### src/hw/rtl/tsp_pkg.sv
package tsp_pkg;

  localparam int unsigned CfgIdxW  = 3;
  localparam int unsigned CfgDataW = 32;
  localparam int unsigned StepW    = 32;
  localparam int unsigned SpeedW   = 16;
  localparam int unsigned PctW     = 8;
  localparam int unsigned ProdW    = SpeedW + PctW;

  // Division by 100 of a value below 2**ProdW as a multiply by ceil(2**31 / 100).
  // The rounding error of the reciprocal times the largest product stays below
  // 2**31, so the floor is exact.
  localparam int unsigned RecipShift = 31;
  localparam int unsigned RecipW     = 25;
  localparam logic [RecipW-1:0] RecipK = 25'd21474837;
  localparam int unsigned ScaledW    = ProdW + RecipW;
  localparam int unsigned QuotW      = ScaledW - RecipShift;

  // Register indexes of the configuration port.
  typedef enum logic [CfgIdxW-1:0] {
    CFG_TOTAL_STEPS    = 3'd0,
    CFG_START_SPEED    = 3'd1,
    CFG_PEAK_SPEED     = 3'd2,
    CFG_ACCEL_PER_STEP = 3'd3,
    CFG_SPEED_PERCENT  = 3'd4
  } cfg_reg_e;

  localparam logic [StepW-1:0]  RstTotalSteps  = 32'd1;
  localparam logic [SpeedW-1:0] RstStartSpeed  = 16'd50;
  localparam logic [SpeedW-1:0] RstPeakSpeed   = 16'd1000;
  localparam logic [SpeedW-1:0] RstAccelPerStep = 16'd1;
  localparam logic [PctW-1:0]   RstSpeedPercent = 8'd100;

  // Sanitized configuration as the datapath sees it.
  typedef struct packed {
    logic [StepW-1:0]  last_step;
    logic [SpeedW-1:0] start_speed;
    logic [SpeedW-1:0] peak_speed;
    logic [SpeedW-1:0] accel;
    logic [PctW-1:0]   percent;
    logic              ok;
  } cfg_t;

endpackage

### src/hw/rtl/tsp_cfg.sv
module tsp_cfg
  import tsp_pkg::*;
#(
  parameter int unsigned MAX_SPEED       = 4000,
  parameter int unsigned MIN_START_SPEED = 50,
  parameter int unsigned PERCENT_MIN     = 10,
  parameter int unsigned PERCENT_MAX     = 200
) (
  input  logic                clk_i,
  input  logic                rst_ni,
  input  logic                we_i,
  input  logic [CfgIdxW-1:0]  idx_i,
  input  logic [CfgDataW-1:0] wdata_i,
  output cfg_t                cfg_o
);

  localparam logic [SpeedW-1:0] MaxSpeed  = SpeedW'(MAX_SPEED);
  localparam logic [SpeedW-1:0] MinStart  = SpeedW'(MIN_START_SPEED);
  localparam logic [PctW-1:0]   PctMin    = PctW'(PERCENT_MIN);
  localparam logic [PctW-1:0]   PctMax    = PctW'(PERCENT_MAX);

  logic [StepW-1:0]  total_steps_q;
  logic [SpeedW-1:0] start_speed_q;
  logic [SpeedW-1:0] peak_speed_q;
  logic [SpeedW-1:0] accel_q;
  logic [PctW-1:0]   percent_q;

  always_ff @(posedge clk_i or negedge rst_ni) begin
    if (!rst_ni) begin
      total_steps_q <= RstTotalSteps;
      start_speed_q <= RstStartSpeed;
      peak_speed_q  <= RstPeakSpeed;
      accel_q       <= RstAccelPerStep;
      percent_q     <= RstSpeedPercent;
    end else if (we_i) begin
      unique case (cfg_reg_e'(idx_i))
        CFG_TOTAL_STEPS:    total_steps_q <= wdata_i[StepW-1:0];
        CFG_START_SPEED:    start_speed_q <= wdata_i[SpeedW-1:0];
        CFG_PEAK_SPEED:     peak_speed_q  <= wdata_i[SpeedW-1:0];
        CFG_ACCEL_PER_STEP: accel_q       <= wdata_i[SpeedW-1:0];
        CFG_SPEED_PERCENT:  percent_q     <= wdata_i[PctW-1:0];
        default: ;
      endcase
    end
  end

  // Corrections go in this order: the start floor, then the ceiling,
  // then the peak is capped and raised to the start.
  logic [SpeedW-1:0] vmin_floor;
  logic [SpeedW-1:0] vmin;
  logic [SpeedW-1:0] vpk_cap;
  logic [SpeedW-1:0] vpk;
  logic [PctW-1:0]   pct_lo;
  logic              bad_steps, bad_floor, bad_ceil, bad_peak, bad_order;
  logic              bad_accel, bad_pct;

  always_comb begin
    bad_steps  = (total_steps_q == '0);
    bad_floor  = (start_speed_q < MinStart);
    vmin_floor = bad_floor ? MinStart : start_speed_q;
    bad_ceil   = (vmin_floor > MaxSpeed);
    vmin       = bad_ceil ? MaxSpeed : vmin_floor;
    bad_peak   = (peak_speed_q > MaxSpeed);
    vpk_cap    = bad_peak ? MaxSpeed : peak_speed_q;
    bad_order  = (vmin > vpk_cap);
    vpk        = bad_order ? vmin : vpk_cap;
    bad_accel  = (accel_q == '0);
    bad_pct    = (percent_q < PctMin) || (percent_q > PctMax);
    pct_lo     = (percent_q < PctMin) ? PctMin : percent_q;

    cfg_o.last_step   = bad_steps ? '0 : total_steps_q - StepW'(1);
    cfg_o.start_speed = vmin;
    cfg_o.peak_speed  = vpk;
    cfg_o.accel       = bad_accel ? SpeedW'(1) : accel_q;
    cfg_o.percent     = (pct_lo > PctMax) ? PctMax : pct_lo;
    cfg_o.ok          = !(bad_steps || bad_floor || bad_ceil || bad_peak ||
                          bad_order || bad_accel || bad_pct);
  end

endmodule

### src/hw/rtl/tsp_pipe.sv
module tsp_pipe
  import tsp_pkg::*;
#(
  parameter int unsigned MAX_SPEED = 4000
) (
  input  logic              clk_i,
  input  logic              rst_ni,
  input  logic              valid_i,
  input  logic [StepW-1:0]  step_index_i,
  input  cfg_t              cfg_i,
  output logic              valid_o,
  output logic [SpeedW-1:0] speed_o,
  output logic              ok_o
);

  localparam logic [SpeedW-1:0] MaxSpeed = SpeedW'(MAX_SPEED);
  localparam int unsigned RampW = StepW + SpeedW;

  logic v1_q, v2_q, v3_q, v4_q, v5_q;

  // Stage 1: index clamp and distance from the last step.
  logic [StepW-1:0]  s1_idx_q, s1_dn_q;
  logic [SpeedW-1:0] s1_vmin_q, s1_vpk_q, s1_acc_q;
  logic [PctW-1:0]   s1_pct_q;
  logic              s1_ok_q;
  logic              past_end;

  // Stage 2: peak times percent, and both ramp products.
  logic [ProdW-1:0]  s2_prod_q;
  logic [RampW-1:0]  s2_up_q, s2_dn_q;
  logic [SpeedW-1:0] s2_vmin_q;
  logic              s2_ok_q;

  // Stage 3: reciprocal multiply for the division by 100.
  logic [ScaledW-1:0] s3_scaled_q;
  logic [RampW-1:0]   s3_up_q, s3_dn_q;
  logic [SpeedW-1:0]  s3_vmin_q;
  logic               s3_ok_q;

  // Stage 4: plateau speed and ramp height.
  logic [QuotW-1:0]  quot;
  logic [SpeedW-1:0] cap, top;
  logic [SpeedW-1:0] s4_top_q, s4_room_q, s4_vmin_q;
  logic [RampW-1:0]  s4_up_q, s4_dn_q;
  logic              s4_ok_q;

  // Stage 5: ramp saturation and the lower of the two ramps.
  logic [SpeedW-1:0] up_spd, dn_spd;
  logic [SpeedW-1:0] s5_speed_q;
  logic              s5_ok_q;

  assign past_end = (step_index_i > cfg_i.last_step);

  always_comb begin
    quot = s3_scaled_q[ScaledW-1:RecipShift];
    cap  = (quot > QuotW'(MaxSpeed)) ? MaxSpeed : quot[SpeedW-1:0];
    top  = (cap < s3_vmin_q) ? s3_vmin_q : cap;
    top  = (top > MaxSpeed) ? MaxSpeed : top;
  end

  // A ramp reaches the plateau once index * accel covers the room.
  always_comb begin
    up_spd = (s4_up_q >= RampW'(s4_room_q)) ? s4_top_q : s4_vmin_q + s4_up_q[SpeedW-1:0];
    dn_spd = (s4_dn_q >= RampW'(s4_room_q)) ? s4_top_q : s4_vmin_q + s4_dn_q[SpeedW-1:0];
  end

  always_ff @(posedge clk_i or negedge rst_ni) begin
    if (!rst_ni) begin
      v1_q <= 1'b0;
      v2_q <= 1'b0;
      v3_q <= 1'b0;
      v4_q <= 1'b0;
      v5_q <= 1'b0;
    end else begin
      v1_q <= valid_i;
      v2_q <= v1_q;
      v3_q <= v2_q;
      v4_q <= v3_q;
      v5_q <= v4_q;
    end
  end

  always_ff @(posedge clk_i) begin
    s1_idx_q  <= past_end ? cfg_i.last_step : step_index_i;
    s1_dn_q   <= past_end ? '0 : cfg_i.last_step - step_index_i;
    s1_vmin_q <= cfg_i.start_speed;
    s1_vpk_q  <= cfg_i.peak_speed;
    s1_acc_q  <= cfg_i.accel;
    s1_pct_q  <= cfg_i.percent;
    s1_ok_q   <= cfg_i.ok;

    s2_prod_q <= s1_vpk_q * s1_pct_q;
    s2_up_q   <= s1_idx_q * s1_acc_q;
    s2_dn_q   <= s1_dn_q * s1_acc_q;
    s2_vmin_q <= s1_vmin_q;
    s2_ok_q   <= s1_ok_q;

    s3_scaled_q <= s2_prod_q * RecipK;
    s3_up_q     <= s2_up_q;
    s3_dn_q     <= s2_dn_q;
    s3_vmin_q   <= s2_vmin_q;
    s3_ok_q     <= s2_ok_q;

    s4_top_q  <= top;
    s4_room_q <= top - s3_vmin_q;
    s4_vmin_q <= s3_vmin_q;
    s4_up_q   <= s3_up_q;
    s4_dn_q   <= s3_dn_q;
    s4_ok_q   <= s3_ok_q;

    s5_speed_q <= (up_spd < dn_spd) ? up_spd : dn_spd;
    s5_ok_q    <= s4_ok_q;
  end

  assign valid_o = v5_q;
  assign speed_o = s5_speed_q;
  assign ok_o    = s5_ok_q;

endmodule

### src/hw/rtl/trapezoid_speed_profile.sv
// Channel   Direction  Handshake            Payload
// command   in         start_i, busy_o      step_index_i
// result    out        done_o (strobe)      speed_o, settings_ok_o
// config    in         cfg_we_i             cfg_idx_i, cfg_wdata_i
//
// A command beat is taken at every edge where start_i is high and busy_o low;
// busy_o stays low, so one beat can enter every cycle.
// Each result appears on done_o for one cycle, in command order. The five
// register stages are the index clamp, the ramp and percent products, the
// reciprocal multiply, the plateau speed and the lower of the two ramps.
// Reset clears the stage valid bits and loads the register defaults.
// The receiver cannot stall, so the pipeline never holds.
module trapezoid_speed_profile
  import tsp_pkg::*;
#(
  parameter int unsigned MAX_SPEED       = 4000,
  parameter int unsigned MIN_START_SPEED = 50,
  parameter int unsigned PERCENT_MIN     = 10,
  parameter int unsigned PERCENT_MAX     = 200
) (
  input  logic                clk_i,
  input  logic                rst_ni,
  input  logic                start_i,
  output logic                busy_o,
  input  logic [StepW-1:0]    step_index_i,
  input  logic                cfg_we_i,
  input  logic [CfgIdxW-1:0]  cfg_idx_i,
  input  logic [CfgDataW-1:0] cfg_wdata_i,
  output logic                done_o,
  output logic [SpeedW-1:0]   speed_o,
  output logic                settings_ok_o
);

  cfg_t cfg;

  // The configuration is sanitized combinationally from the registers, so a
  // command beat right after a write already sees the new values. The user must
  // change registers only while no beat is in flight; the block does not check.
  tsp_cfg #(
    .MAX_SPEED       (MAX_SPEED),
    .MIN_START_SPEED (MIN_START_SPEED),
    .PERCENT_MIN     (PERCENT_MIN),
    .PERCENT_MAX     (PERCENT_MAX)
  ) u_cfg (
    .clk_i   (clk_i),
    .rst_ni  (rst_ni),
    .we_i    (cfg_we_i),
    .idx_i   (cfg_idx_i),
    .wdata_i (cfg_wdata_i),
    .cfg_o   (cfg)
  );

  // Every stage advances each cycle, so the block is never busy.
  assign busy_o = 1'b0;

  tsp_pipe #(
    .MAX_SPEED (MAX_SPEED)
  ) u_pipe (
    .clk_i        (clk_i),
    .rst_ni       (rst_ni),
    .valid_i      (start_i && !busy_o),
    .step_index_i (step_index_i),
    .cfg_i        (cfg),
    .valid_o      (done_o),
    .speed_o      (speed_o),
    .ok_o         (settings_ok_o)
  );

endmodule

### config.mk
export PLATFORM = sky130hd
export DESIGN_NAME = trapezoid_speed_profile
export DESIGN_NICKNAME = d
export VERILOG_FILES = /design/src/hw/rtl/tsp_pkg.sv /design/src/hw/rtl/tsp_cfg.sv /design/src/hw/rtl/tsp_pipe.sv /design/src/hw/rtl/trapezoid_speed_profile.sv
export SDC_FILE = /design/constraint.sdc
export NUM_CORES = 2
export LEC_CHECK = 0
export ABC_AREA = 1
export BUFFER_PORTS_ARGS = -buffer_cell sky130_fd_sc_hd__buf_4
export CAP_MARGIN = 30
export CORE_MARGIN = 3
export CORE_UTILIZATION = 30
export DETAILED_ROUTE_END_ITERATION = 12
export HOLD_SLACK_MARGIN = 0.15
export PLACE_DENSITY_LB_ADDON = 0.2
export SLEW_MARGIN = 30
export SYNTH_ARGS = -nofsm -noshare
export SYNTH_HDL_FRONTEND = slang
export SYNTH_HIERARCHICAL = 1
export SYNTH_SLANG_ARGS = --single-unit
### constraint.sdc
create_clock -name clk_i -period 6.4 [get_ports clk_i]
set_input_delay 1.28 -clock clk_i [delete_from_list [all_inputs] [get_ports clk_i]]
set_output_delay 1.28 -clock clk_i [all_outputs]
set_load 0.02 [all_outputs]
==> impl_metrics.json <==
{
  "run_status": "finished clean",
  "ant_nets": 0,
  "placement_rows": 176,
  "layout.cells.most_common": "inv_1",
  "routed_via_density": 4.46,
  "syn-cell-area_um2": 69900,
  "synth_cell_types": 62,
  "clk_pin_slew_worst_paths_ns": 0.06,
  "critical_path.endpoint_type": "register",
  "synth_enable_flop_cells": 0,
  "via_count": 52100,
  "die_h_um": 489,
  "grt_setup_unrepaired": "true",
  "number_of_clock_sinks_seen_by_cts": 644,
  "max_cap_violations": 0,
  "ctsLongestPathBuffers": 3,
  "critical_path.n_buffers_inverters": 6,
  "buffer_cell_driving_the_clock_tree_root": "clkbuf_16",
  "drt_pre_antenna_iters": 5,
  "count_of_cells_along_the_worst_register_to_register_path": 24,
  "globalRouteOverflowTotal": 0,
  "grt_pass1_wl_um": 320000,
  "mostFrequentLayoutCells": "inv_1, nand2_1, fa_1",
  "grt_start_max_net_pins": 52,
  "critical_path.cell_chain": "buf_4 > buf_4 > nand2_1 > fa_1 > inv_1 > fa_1 > inv_1 > fa_1 > fa_1 > inv_1 > fa_1 > fa_1 > ha_4 > nand2_1 > nor2_1 > inv_1 > nor3_1 > a21oi_2 > o21ai_4 > nand2_1 > nand2_1 > a31oi_2 > o21bai_1 > xor2_1",
  "io_pins": 90,
  "tightestPinTransition_ns": 0.978,
  "gp_congestion": 0.894,
  "starting_utilization_of_the_core_area_pct": 30.3,
  "cp-start-kind": "register",
  "top_signal_layer_used": "met4",
  "m1_wl_um": 90200,
  "clock_tree.htree_level_count": 3,
  "drc": 0,
  "tritoncts.num_buffers": 78,
  "dr.first_iter.drc_count": 2820,
  "postSynthAreaPerCell_um2": 8.32,
  "critical_path_peak_fanout": 8,
  "worst_clock_skew_ns": 0.0716,
  "totalWireLength_um": 201000,
  "synth_area_leader_cell": "fa_1",
  "met3_wl_um": 8520,
  "critical_path_depth": 24,
  "worst_hold_path.num_cells": 0,
  "crit_type": "reg -> reg",
  "postSynthRegisterBits": 644,
  "cp_slowest_stage_delay_ns": 0.58,
  "synth_flop_cell": "dfxtp_1",
  "route.detailed.wl_per_inst_um": 17.2,
  "number_of_antenna_violations_at_the_first_check_in_global_routing": 8,
  "critPathMostFrequentCell": "fa_1",
  "netlist_top_cells_area": "fa_1, dfxtp_1, ha_1",
  "synthCells": 8401,
  "worstSkewPairLatency_ns": 0.73,
  "final_layout_size_suffix_gt1_share_pct": 8.70,
  "fin_crit_ns": 6.20,
  "synthArstFlopShare_pct": 14.4,
  "floorplan.die.width_um": 489,
  "critical_path.slowest_cell": "fa_1",
  "cts_tree": "done",
  "worst_ep_arrival_time_ns": 6.81,
  "grtUsageTotal_pct": 17.2,
  "critical_path_required_ns": 7.02,
  "cp_top_family": "adder cells",
  "setup_violations": 0,
  "via_count_of_the_first_global_routing_pass": 55900,
  "dr_wl_met2_um": 95300,
  "post_layout_nets": 10500,
  "place_hpwl_um": 170000,
  "totalNegativeSetupSlack_ns": 0,
  "final_max_slew_viol_count": 0,
  "port_buffers": 88,
  "synth-seq-area-share_pct": 19.1,
  "synth.yosys.warnings": 6,
  "fp.dieArea_um2": 239000,
  "timing.slew.headroom_pct": 34.0,
  "min_path_type": "reg -> reg",
  "area_delta_synth_final_pct": 13.3,
  "fmaxAchievable_mhz": 161,
  "finalHoldViolCount": 0,
  "synth_top_area_share_pct": 32.2,
  "cts_hold_buffers": 0,
  "fp.coreArea_um2": 231000,
  "period_utilisation_layout_pct": 96.8
}
-- repair_timing --
action	4_1_cts	5_1_grt
pin swaps	0	38
gates resized for setup	20	167
buffers inserted	0	34
cloned	0	1
endpoints found under the setup margin	25	43
hold endpoints to repair	0	0
-- metal layers --
layer,GRT usage [%],up-vias
li1,-,25200
met1,22.7,25600
met2,29.4,1068
met3,2.08,243
met4,5.18,0
met5,0,-
-- final cells by class --
class	instances	area, µm²
antenna	14	35.0
clock inverter	37	469
multi-input combinational	5350	47900
sequential	644	13500
tap	3026	3790
fill	24000	152000
timing repair buffer	422	3560
clock buffer	101	2130
inverter	2090	7850
-- cells in the mapped netlist (all sizes together) (15+ instances only) --
library cell and count:
a21oi 354, nand2 1837, a21o 15, nor2 410
xor2 125, dfxtp 551, or2 24, ha 690
nor3 41, buf 58, o21a 22, inv 2089
clkbuf 283, o21ai 293, nand4 38, fa 1126
xnor2 73, dfrtp 79, nand3 121, a31oi 44
-- worst reg2reg max path, delay by kind of cell (launching register included) --
kind / cells / cell delay [ns]
fa+ha+maj: 7 / 3.45
simple gates: 6 / 0.74
compound gates: 4 / 0.71
buf+inv: 6 / 0.61
flops: 1 / 0.43
xor+xnor: 1 / 0.16
-- logic make-up (layout without fill, tap and decap cells) --
| family | Yosys count | count (layout) | share of synthesized area [%] |
|---|---|---|---|
| flops | 644 | 644 | 19.1 |
| simple gates | 2502 | 2502 | 14.2 |
| mux | 8 | 8 | 0.129 |
| other cells | 4 | 42 | 0.0215 |
| compound gates | 798 | 798 | 6.24 |
| buf+inv | 2431 | 2650 | 13.2 |
| xor+xnor | 198 | 198 | 2.48 |
| fa+ha+maj | 1816 | 1816 | 44.6 |
-- stage by stage --
step | setup WS, ns | area (µm²) | std cells | hold slack [ns] | utilization (%)
5_1_grt | -0.0491 | 79200 | 11700 | 0.292 | 34.3
3_5_place_dp | -0.259 | 75600 | 11500 | 0.312 | 32.8
2_1_floorplan | 0.228 | 70000 | 8425 | 0.310 | -
6_report | 0.204 | 79200 | 11700 | 0.290 | 34.3
3_3_place_gp | -0.267 | 75600 | 11500 | 0.310 | 32.7
4_1_cts | 0.00983 | 78300 | 11600 | 0.284 | 33.9
-- flip-flops by register name (all words and copies together), names as in the netlist, 18 cells and up --
signal               flops
u_pipe/s1_dn_q          32
u_pipe/s1_idx_q         32
u_pipe/s3_scaled_q      18
u_pipe/s2_prod_q        24
u_pipe/s3_dn_q          48
u_pipe/s4_dn_q          48
u_pipe/s2_dn_q          48
u_pipe/s4_up_q          48
u_pipe/s2_up_q          48
u_cfg/total_steps_q     32
u_pipe/s3_up_q          48
-- worst paths after layout --
| check | start | to | slack [ns] |
|---|---|---|---|
| worst min-delay path | u_pipe/s3_up_q[12] | u_pipe/s4_up_q[12] | 0.29 |
| min in group asynchronous | rst_ni | u_cfg/total_steps_q[3] | 0.59 |
| worst max register to register | u_pipe/s1_acc_q[2] | u_pipe/s2_up_q[43] | 0.20 |
| max in group asynchronous | rst_ni | u_cfg/total_steps_q[27] | 4.78 |
| worst max-delay path | u_pipe/s1_acc_q[2] | u_pipe/s2_up_q[43] | 0.20 |
| worst min register to register | u_pipe/s3_up_q[12] | u_pipe/s4_up_q[12] | 0.29 |
Power is left out: the tool's default activity adds up to more than one toggle a clock period on the data nets, which glitch-free logic cannot reach.
